===== src/rtl/core/pl4d_pkg.sv =====
// ----------------------------------------------------------------------------
// pl4d_pkg
// Types and constants shared by the polyline decoder front, back and top.
// ----------------------------------------------------------------------------
package pl4d_pkg;

	localparam int SUM_W      = 32;
	localparam int CHUNK_BITS = 5;

	localparam logic [7:0] BIAS      = 8'd63;
	localparam logic [7:0] MORE_FLAG = 8'd32;
	// bytes at or above this continue the value
	localparam logic [7:0] MORE_MIN  = BIAS + MORE_FLAG;

	typedef logic [CHUNK_BITS-1:0] chunk_t;
	typedef logic [SUM_W-1:0]      sum_t;

	typedef enum logic [1:0] {
		FIELD_LON = 2'd0,
		FIELD_LAT = 2'd1,
		FIELD_ALT = 2'd2,
		FIELD_RAD = 2'd3
	} field_t;

	// classification of one event passed from front to back
	typedef struct packed {
		logic   done;
		field_t field;
		logic   eos;
	} evt_ctl_t;

	typedef struct packed {
		sum_t longitude;
		sum_t latitude;
		sum_t altitude;
		sum_t radius;
		logic last_tuple;
		logic truncated;
	} result_t;

endpackage


===== src/rtl/core/polyline_4d_decoder.sv =====
// a byte that finishes a tuple passes through the event queue and then the result queue before its result shows
// throughput: one byte per cycle while the event queue is not full, set by the combinational chunk merge and sum add
// the event queue and the result queue let front and back stall on their own
// reset: arst_n clears sums, value state and both queues; full low, empty high
// ----------------------------------------------------------------------------
// polyline_4d_decoder
// Streaming decoder for encoded polylines carrying four values per tuple.
// ----------------------------------------------------------------------------
module polyline_4d_decoder #(
	parameter int VALUE_BITS = 32
) (
	input  logic               clk,
	input  logic               arst_n,
	input  logic               push,
	output logic               full,
	input  logic [7:0]         code_byte,
	input  logic               end_of_string,
	output logic               empty,
	input  logic               pop,
	output logic signed [31:0] longitude,
	output logic signed [31:0] latitude,
	output logic signed [31:0] altitude,
	output logic signed [31:0] radius,
	output logic               last_tuple,
	output logic               truncated
);

	localparam int EVT_DEPTH = 4;
	localparam int RES_DEPTH = 4;
	localparam int EVT_W     = $bits(pl4d_pkg::evt_ctl_t) + VALUE_BITS;
	localparam int RES_W     = $bits(pl4d_pkg::result_t);

	logic                    accept;
	logic                    evt_push;
	pl4d_pkg::evt_ctl_t      evt_ctl_in;
	logic [VALUE_BITS-1:0]   evt_value_in;
	logic                    evt_empty;
	logic                    evt_pop;
	logic [EVT_W-1:0]        evt_dout;
	pl4d_pkg::evt_ctl_t      evt_ctl_out;
	logic [VALUE_BITS-1:0]   evt_value_out;
	logic                    res_full;
	logic                    res_push;
	pl4d_pkg::result_t       res_in;
	pl4d_pkg::result_t       res_out;
	logic [RES_W-1:0]        res_dout;

	assign accept = push && !full;

	pl4d_front #(
		.VALUE_BITS(VALUE_BITS)
	) u_front (
		.clk          (clk),
		.arst_n       (arst_n),
		.accept       (accept),
		.code_byte    (code_byte),
		.end_of_string(end_of_string),
		.evt_push     (evt_push),
		.evt_ctl      (evt_ctl_in),
		.evt_value    (evt_value_in)
	);

	pl4d_fifo #(
		.WIDTH(EVT_W),
		.DEPTH(EVT_DEPTH)
	) u_evt_fifo (
		.clk   (clk),
		.arst_n(arst_n),
		.push  (evt_push),
		.din   ({evt_ctl_in, evt_value_in}),
		.full  (full),
		.pop   (evt_pop),
		.dout  (evt_dout),
		.empty (evt_empty)
	);

	assign evt_ctl_out   = pl4d_pkg::evt_ctl_t'(evt_dout[EVT_W-1:VALUE_BITS]);
	assign evt_value_out = evt_dout[VALUE_BITS-1:0];

	pl4d_back #(
		.VALUE_BITS(VALUE_BITS)
	) u_back (
		.clk      (clk),
		.arst_n   (arst_n),
		.evt_empty(evt_empty),
		.evt_ctl  (evt_ctl_out),
		.evt_value(evt_value_out),
		.evt_pop  (evt_pop),
		.res_full (res_full),
		.res_push (res_push),
		.res      (res_in)
	);

	pl4d_fifo #(
		.WIDTH(RES_W),
		.DEPTH(RES_DEPTH)
	) u_res_fifo (
		.clk   (clk),
		.arst_n(arst_n),
		.push  (res_push),
		.din   (res_in),
		.full  (res_full),
		.pop   (pop),
		.dout  (res_dout),
		.empty (empty)
	);

	assign res_out    = pl4d_pkg::result_t'(res_dout);
	assign longitude  = res_out.longitude;
	assign latitude   = res_out.latitude;
	assign altitude   = res_out.altitude;
	assign radius     = res_out.radius;
	assign last_tuple = res_out.last_tuple;
	assign truncated  = res_out.truncated;

endmodule


===== src/rtl/core/pl4d_fifo.sv =====
// ----------------------------------------------------------------------------
// pl4d_fifo
// Small register queue with push/full and pop/empty sides.
// ----------------------------------------------------------------------------
module pl4d_fifo #(
	parameter int WIDTH = 8,
	parameter int DEPTH = 4
) (
	input  logic             clk,
	input  logic             arst_n,
	input  logic             push,
	input  logic [WIDTH-1:0] din,
	output logic             full,
	input  logic             pop,
	output logic [WIDTH-1:0] dout,
	output logic             empty
);

	localparam int PTR_W = (DEPTH > 1) ? $clog2(DEPTH) : 1;
	localparam int CNT_W = $clog2(DEPTH + 1);

	logic [WIDTH-1:0] mem [DEPTH];
	logic [PTR_W-1:0] wr_ptr_q;
	logic [PTR_W-1:0] rd_ptr_q;
	logic [CNT_W-1:0] count_q;
	logic             do_push;
	logic             do_pop;

	assign full    = (count_q == CNT_W'(DEPTH));
	assign empty   = (count_q == '0);
	assign do_push = push && !full;
	assign do_pop  = pop && !empty;
	assign dout    = mem[rd_ptr_q];

	always_ff @(posedge clk) begin
		if (do_push) begin
			mem[wr_ptr_q] <= din;
		end
	end

	always_ff @(posedge clk or negedge arst_n) begin
		if (!arst_n) begin
			wr_ptr_q <= '0;
			rd_ptr_q <= '0;
			count_q  <= '0;
		end else begin
			if (do_push) begin
				wr_ptr_q <= (wr_ptr_q == PTR_W'(DEPTH - 1)) ? '0 : wr_ptr_q + PTR_W'(1);
			end
			if (do_pop) begin
				rd_ptr_q <= (rd_ptr_q == PTR_W'(DEPTH - 1)) ? '0 : rd_ptr_q + PTR_W'(1);
			end
			if (do_push && !do_pop) begin
				count_q <= count_q + CNT_W'(1);
			end else if (do_pop && !do_push) begin
				count_q <= count_q - CNT_W'(1);
			end
		end
	end

endmodule


===== src/rtl/core/pl4d_front.sv =====
// ----------------------------------------------------------------------------
// pl4d_front
// Takes code bytes, builds values from 5-bit chunks and emits one event per
// finished value or string end.
// ----------------------------------------------------------------------------
module pl4d_front #(
	parameter int VALUE_BITS = 32
) (
	input  logic                    clk,
	input  logic                    arst_n,
	input  logic                    accept,
	input  logic [7:0]              code_byte,
	input  logic                    end_of_string,
	output logic                    evt_push,
	output pl4d_pkg::evt_ctl_t      evt_ctl,
	output logic [VALUE_BITS-1:0]   evt_value
);

	localparam int SHIFT_W = $clog2(VALUE_BITS + pl4d_pkg::CHUNK_BITS);

	pl4d_pkg::field_t        field_q;
	logic [SHIFT_W-1:0]      shift_q;
	logic [VALUE_BITS-1:0]   acc_q;

	logic [7:0]              diff;
	pl4d_pkg::chunk_t        chunk;
	logic                    more;
	logic                    in_range;
	logic [VALUE_BITS-1:0]   acc_next;
	logic [SHIFT_W-1:0]      shift_next;
	pl4d_pkg::field_t        field_next;

	always_comb begin
		diff     = code_byte - pl4d_pkg::BIAS;
		chunk    = diff[pl4d_pkg::CHUNK_BITS-1:0];
		more     = (code_byte >= pl4d_pkg::MORE_MIN);
		// chunks past the value width are dropped
		in_range = (shift_q < SHIFT_W'(VALUE_BITS));
		if (in_range) begin
			acc_next   = acc_q | (VALUE_BITS'(chunk) << shift_q);
			shift_next = shift_q + SHIFT_W'(pl4d_pkg::CHUNK_BITS);
		end else begin
			acc_next   = acc_q;
			shift_next = shift_q;
		end
		unique case (field_q)
			pl4d_pkg::FIELD_LON: field_next = pl4d_pkg::FIELD_LAT;
			pl4d_pkg::FIELD_LAT: field_next = pl4d_pkg::FIELD_ALT;
			pl4d_pkg::FIELD_ALT: field_next = pl4d_pkg::FIELD_RAD;
			pl4d_pkg::FIELD_RAD: field_next = pl4d_pkg::FIELD_LON;
			default:             field_next = pl4d_pkg::FIELD_LON;
		endcase
	end

	assign evt_push      = accept && (!more || end_of_string);
	assign evt_ctl.done  = !more;
	assign evt_ctl.field = field_q;
	assign evt_ctl.eos   = end_of_string;
	assign evt_value     = acc_next;

	always_ff @(posedge clk or negedge arst_n) begin
		if (!arst_n) begin
			field_q <= pl4d_pkg::FIELD_LON;
			shift_q <= '0;
			acc_q   <= '0;
		end else if (accept) begin
			if (end_of_string) begin
				field_q <= pl4d_pkg::FIELD_LON;
				shift_q <= '0;
				acc_q   <= '0;
			end else if (!more) begin
				field_q <= field_next;
				shift_q <= '0;
				acc_q   <= '0;
			end else begin
				shift_q <= shift_next;
				acc_q   <= acc_next;
			end
		end
	end

endmodule


===== src/rtl/core/pl4d_back.sv =====
// ----------------------------------------------------------------------------
// pl4d_back
// Zigzag-decodes finished values, keeps the four running sums and forms the
// result tuples.
// ----------------------------------------------------------------------------
module pl4d_back #(
	parameter int VALUE_BITS = 32
) (
	input  logic                    clk,
	input  logic                    arst_n,
	input  logic                    evt_empty,
	input  pl4d_pkg::evt_ctl_t      evt_ctl,
	input  logic [VALUE_BITS-1:0]   evt_value,
	output logic                    evt_pop,
	input  logic                    res_full,
	output logic                    res_push,
	output pl4d_pkg::result_t       res
);

	localparam int EXT_W = (VALUE_BITS > pl4d_pkg::SUM_W) ? VALUE_BITS : pl4d_pkg::SUM_W;

	pl4d_pkg::sum_t          sum_q [4];

	logic [VALUE_BITS-1:0]   half;
	logic [VALUE_BITS-1:0]   decoded;
	logic [EXT_W-1:0]        decoded_ext;
	pl4d_pkg::sum_t          delta;
	pl4d_pkg::sum_t          new_sum;
	logic                    fire;
	logic                    hit_lon;
	logic                    hit_lat;
	logic                    hit_alt;
	logic                    hit_rad;

	always_comb begin
		half        = evt_value >> 1;
		decoded     = evt_value[0] ? ~half : half;
		decoded_ext = EXT_W'(decoded);
		delta       = decoded_ext[pl4d_pkg::SUM_W-1:0];
		new_sum     = sum_q[evt_ctl.field] + delta;

		hit_lon = evt_ctl.done && (evt_ctl.field == pl4d_pkg::FIELD_LON);
		hit_lat = evt_ctl.done && (evt_ctl.field == pl4d_pkg::FIELD_LAT);
		hit_alt = evt_ctl.done && (evt_ctl.field == pl4d_pkg::FIELD_ALT);
		hit_rad = evt_ctl.done && (evt_ctl.field == pl4d_pkg::FIELD_RAD);

		res.longitude  = hit_lon ? new_sum : sum_q[pl4d_pkg::FIELD_LON];
		res.latitude   = hit_lat ? new_sum : sum_q[pl4d_pkg::FIELD_LAT];
		res.altitude   = hit_alt ? new_sum : sum_q[pl4d_pkg::FIELD_ALT];
		res.radius     = hit_rad ? new_sum : sum_q[pl4d_pkg::FIELD_RAD];
		res.last_tuple = evt_ctl.eos;
		// a string may end cleanly only right after altitude or radius
		res.truncated  = evt_ctl.eos && !(hit_alt || hit_rad);
	end

	assign fire     = !evt_empty && !res_full;
	assign evt_pop  = fire;
	assign res_push = fire && (evt_ctl.eos || hit_rad);

	always_ff @(posedge clk or negedge arst_n) begin
		if (!arst_n) begin
			for (int i = 0; i < 4; i++) begin
				sum_q[i] <= '0;
			end
		end else if (fire) begin
			if (evt_ctl.eos) begin
				for (int i = 0; i < 4; i++) begin
					sum_q[i] <= '0;
				end
			end else if (evt_ctl.done) begin
				sum_q[evt_ctl.field] <= new_sum;
			end
		end
	end

endmodule


===== config.mk =====
export PLATFORM = sky130hd
export DESIGN_NAME = polyline_4d_decoder
export DESIGN_NICKNAME = d
export VERILOG_FILES = /design/src/rtl/core/pl4d_pkg.sv /design/src/rtl/core/polyline_4d_decoder.sv /design/src/rtl/core/pl4d_fifo.sv /design/src/rtl/core/pl4d_front.sv /design/src/rtl/core/pl4d_back.sv
export SDC_FILE = /design/constraint.sdc
export NUM_CORES = 1
export LEC_CHECK = 0
export BUFFER_PORTS_ARGS = -buffer_cell sky130_fd_sc_hd__buf_2
export CORE_MARGIN = 4
export CORE_UTILIZATION = 50
export CTS_CLUSTER_DIAMETER = 80
export DETAILED_ROUTE_END_ITERATION = 6
export PLACE_DENSITY = 0.76
export SLEW_MARGIN = 20
export SYNTH_ARGS = -nofsm -noshare
export SYNTH_HDL_FRONTEND = slang
export SYNTH_HIERARCHICAL = 1
export SYNTH_SLANG_ARGS = --single-unit

===== constraint.sdc =====
create_clock -name clk -period 10.1 [get_ports clk]
set_clock_uncertainty 0.2 [all_clocks]
set_input_delay 2.02 -clock clk [delete_from_list [all_inputs] [get_ports clk]]
set_output_delay 2.02 -clock clk [all_outputs]
set_load 0.02 [all_outputs]

==> results.cfg <==
[min_path]
min-delay-start = u_front/acc_q[23]
worst_hold_class = reg -> reg

[grt]
initial_antenna_violation_count = 4
grt_max_degree = 100
grt_use_total_pct = 21.9
grt_first_pass_wirelength_mm = 130
via_count_of_the_first_global_routing_pass = 21300
grt-ovfl-total = 0

[floorplanning]
floorplan.core_area_um2 = 71500
die_footprint_um2 = 76600
die-height_um = 277
floorplan.io_pins = 145
die_width_um = 277
effective_utilization_at_floorplan_pct = 50.5
placement_rows = 98

[clock_network]
ctsLongestPathBuffers = 3
clock_tree.htree_level_count = 3
postCtsSetupRepairBufs = 0
worst_setup_hold_path_clk_slew_ns = 0.06
clock_sink_count = 846
clock_latency_at_the_later_pin_of_the_worst_skew_pair_ns = 0.65
tritoncts = yes
post_cts_resize_count = 0
clk_root_buffer_cell = sky130_fd_sc_hd__clkbuf_16
cts_hold_buf = 0
cts_made_buffers = 86

[timing]
finalHoldViolCount = 0
max_slew_margin_pct = 30.9
slew_violations = 0
timing.final.crit_share_pct = 57.6
rsz0062_at_grt = false
setup_tns_ns = 0
max_slew.worst_pin.slew_ns = 1.04
finalSetupViolCount = 0
period_minus_slack_ns = 5.82
timing.fmax_mhz = 172

[layout]
synthToLayoutAreaGrowth_pct = 11.8
layoutNonFillerInstCount = 3404
post_route_cells_drive_above_1_share_pct = 23.1
final_nets = 2446
fill_cells = 5345
diodes = 0

[worst_setup_path]
worst-setup-path-type = reg -> out
crit_path_max_fanout = 39
worst_setup_path_startpoint = u_res_fifo/rd_ptr_q[0]
critical_path.endpoint_type = output port
timing.critical_path.from_type = flop
crit-reg2reg-launch = u_evt_fifo/rd_ptr_q[0]
critical_path_required_time_ns = 7.88
critPathArrivalTime_ns = 3.60

[placement]
port_buffers = 144
globalplace.congestion = 0.958
dp_hpwl_mm = 53.1
inst_count_dp = 3244

[routing]
drt_drc_violations_left = 0
dr.pass1.iters = 7
route.detailed.vias_per_inst = 6.10
starting_drc_count_in_detailed_routing = 2168
routed_wire_length_per_instance_um = 24.7
final_antenna_net_count = 0
routed_wl_mm = 84.2
dr_total_vias = 20800

[yosys]
syn-instance-count = 2248
netlist_area_um2 = 36100
syn-mean-instance-area_um2 = 16.1
synth_top_flop_cell = sky130_fd_sc_hd__edfxtp_1
ys_seq_elements = 846
synth.lib_cells_used.distinct = 94
synth_seq_area_share_pct = 67.8
async_set_or_reset_register_ratio_after_synthesis_pct = 21.5
number_of_flops_mapped_to_enable_cells_by_yosys = 664
synth_fp_nets = 2311
yosys_warnings = 6

[job]
max-cap-violations = 0

[run_status]
outcome = finished, final reports clean
==> critical path: stages, from the launching register on <==
cell and delay (ns):
sky130_fd_sc_hd__dfrtp_4 0.93, sky130_fd_sc_hd__buf_4 0.63, sky130_fd_sc_hd__buf_4 0.56, sky130_fd_sc_hd__mux4_2 0.60, sky130_fd_sc_hd__buf_2 0.18
==> metal layers <==
layer / vias to the layer above / global-route usage [%] / wire (um)
met2: 947 / 36.5 / 42200
li1: 8987 / - / -
met4: 4 / 7.21 / 2470
met1: 10700 / 29.6 / 33200
met5: - / 0 / 23
met3: 142 / 3.77 / 6310
==> cells in the mapped netlist (all sizes together) (14+ instances only) <==
master | instances | area share [%]
mux4 | 198 | 12
nor2 | 47 | 0.50
and2 | 14 | 0.24
nor3 | 14 | 0.21
edfxtp | 664 | 55
xor2 | 52 | 1.3
buf | 59 | 1.1
dfrtp | 182 | 13
o21bai | 17 | 0.35
inv | 18 | 0.19
mux2 | 15 | 0.49
clkbuf | 70 | 0.79
ha | 47 | 1.6
nand2 | 310 | 3.2
xnor2 | 14 | 0.34
o21ai | 284 | 3.9
a21o | 21 | 0.44
a21oi | 38 | 0.58
nand2b | 20 | 0.35
==> cell type report <==
type                    count  area (um^2)  area share (%)
well taps                 950         1190            2.94
repair buffers            176          983            2.44
inverters                  18         67.6           0.167
multi-input cells        1255        10900            27.0
flip-flops and latches    846        24500            60.7
clock buffers             121         2430            6.01
clock inverters            38          324           0.802
==> state kept, by name (all words and copies together), names as in the netlist <==
signal,cells
u_back/sum_q,128
u_evt_fifo/count_q,3
u_evt_fifo/mem,144
u_evt_fifo/rd_ptr_q,2
u_evt_fifo/wr_ptr_q,2
u_front/acc_q,32
u_front/field_q,2
u_front/shift_q,6
u_res_fifo/count_q,3
u_res_fifo/mem,520
u_res_fifo/rd_ptr_q,2
u_res_fifo/wr_ptr_q,2
==> cells in the final DEF, fill, tap and decap left out, types with 23 or more instances in the layout <==
master / count
sky130_fd_sc_hd__xor2_1: 51
sky130_fd_sc_hd__o21ai_0: 271
sky130_fd_sc_hd__nor2_1: 45
sky130_fd_sc_hd__a21oi_1: 35
sky130_fd_sc_hd__dfrtp_1: 179
sky130_fd_sc_hd__clkbuf_16: 88
sky130_fd_sc_hd__buf_4: 30
sky130_fd_sc_hd__edfxtp_1: 664
sky130_fd_sc_hd__mux4_2: 198
sky130_fd_sc_hd__clkbuf_1: 23
sky130_fd_sc_hd__ha_1: 47
sky130_fd_sc_hd__nand2_1: 307
sky130_fd_sc_hd__buf_2: 143
==> stage by stage <==
stage / cell area, um^2 / util [%] / hold slack (ns) / setup WS [ns]
final: 40400 / 56.5 / 0.272 / 4.28
after global routing: 40400 / 56.5 / 0.301 / 3.95
after CTS: 40400 / 56.5 / 0.277 / 4.10
after detailed placement: 37600 / 52.6 / 0.265 / 4.31
after global placement: 37600 / 52.6 / 0.256 / 4.37
after floorplan: 36100 / - / 0.241 / 4.24
==> path summary, 6_finish.rpt <==
check / to / cells past startpoint / slack [ns]
min: u_front/acc_q[23] / 2 / 0.27
max in group asynchronous: u_back/sum_q[0] / 2 / 7.01
max: altitude[13] / 4 / 4.28
max reg2reg: u_res_fifo/mem[2][86] / 12 / 4.35
min in group asynchronous: u_evt_fifo/wr_ptr_q[0] / 1 / 1.32
min reg2reg: u_front/acc_q[23] / 2 / 0.27
==> logic make-up (layout without fill, tap and decap cells) <==
kind of cell	after synthesis	count (layout)	synth area share [%]
AO/OA/AOI/OAI	464	464	8.03
buffers and inverters	147	353	2.09
adder cells (fa/ha/maj)	50	50	1.79
XOR/XNOR	66	66	1.62
AND/OR/NAND/NOR	459	459	5.60
flip-flops	846	846	67.8
multiplexers	216	216	13.0
Power is not shown: default switching activity piles up to over one toggle a cycle in this logic, so the estimate is an artifact.
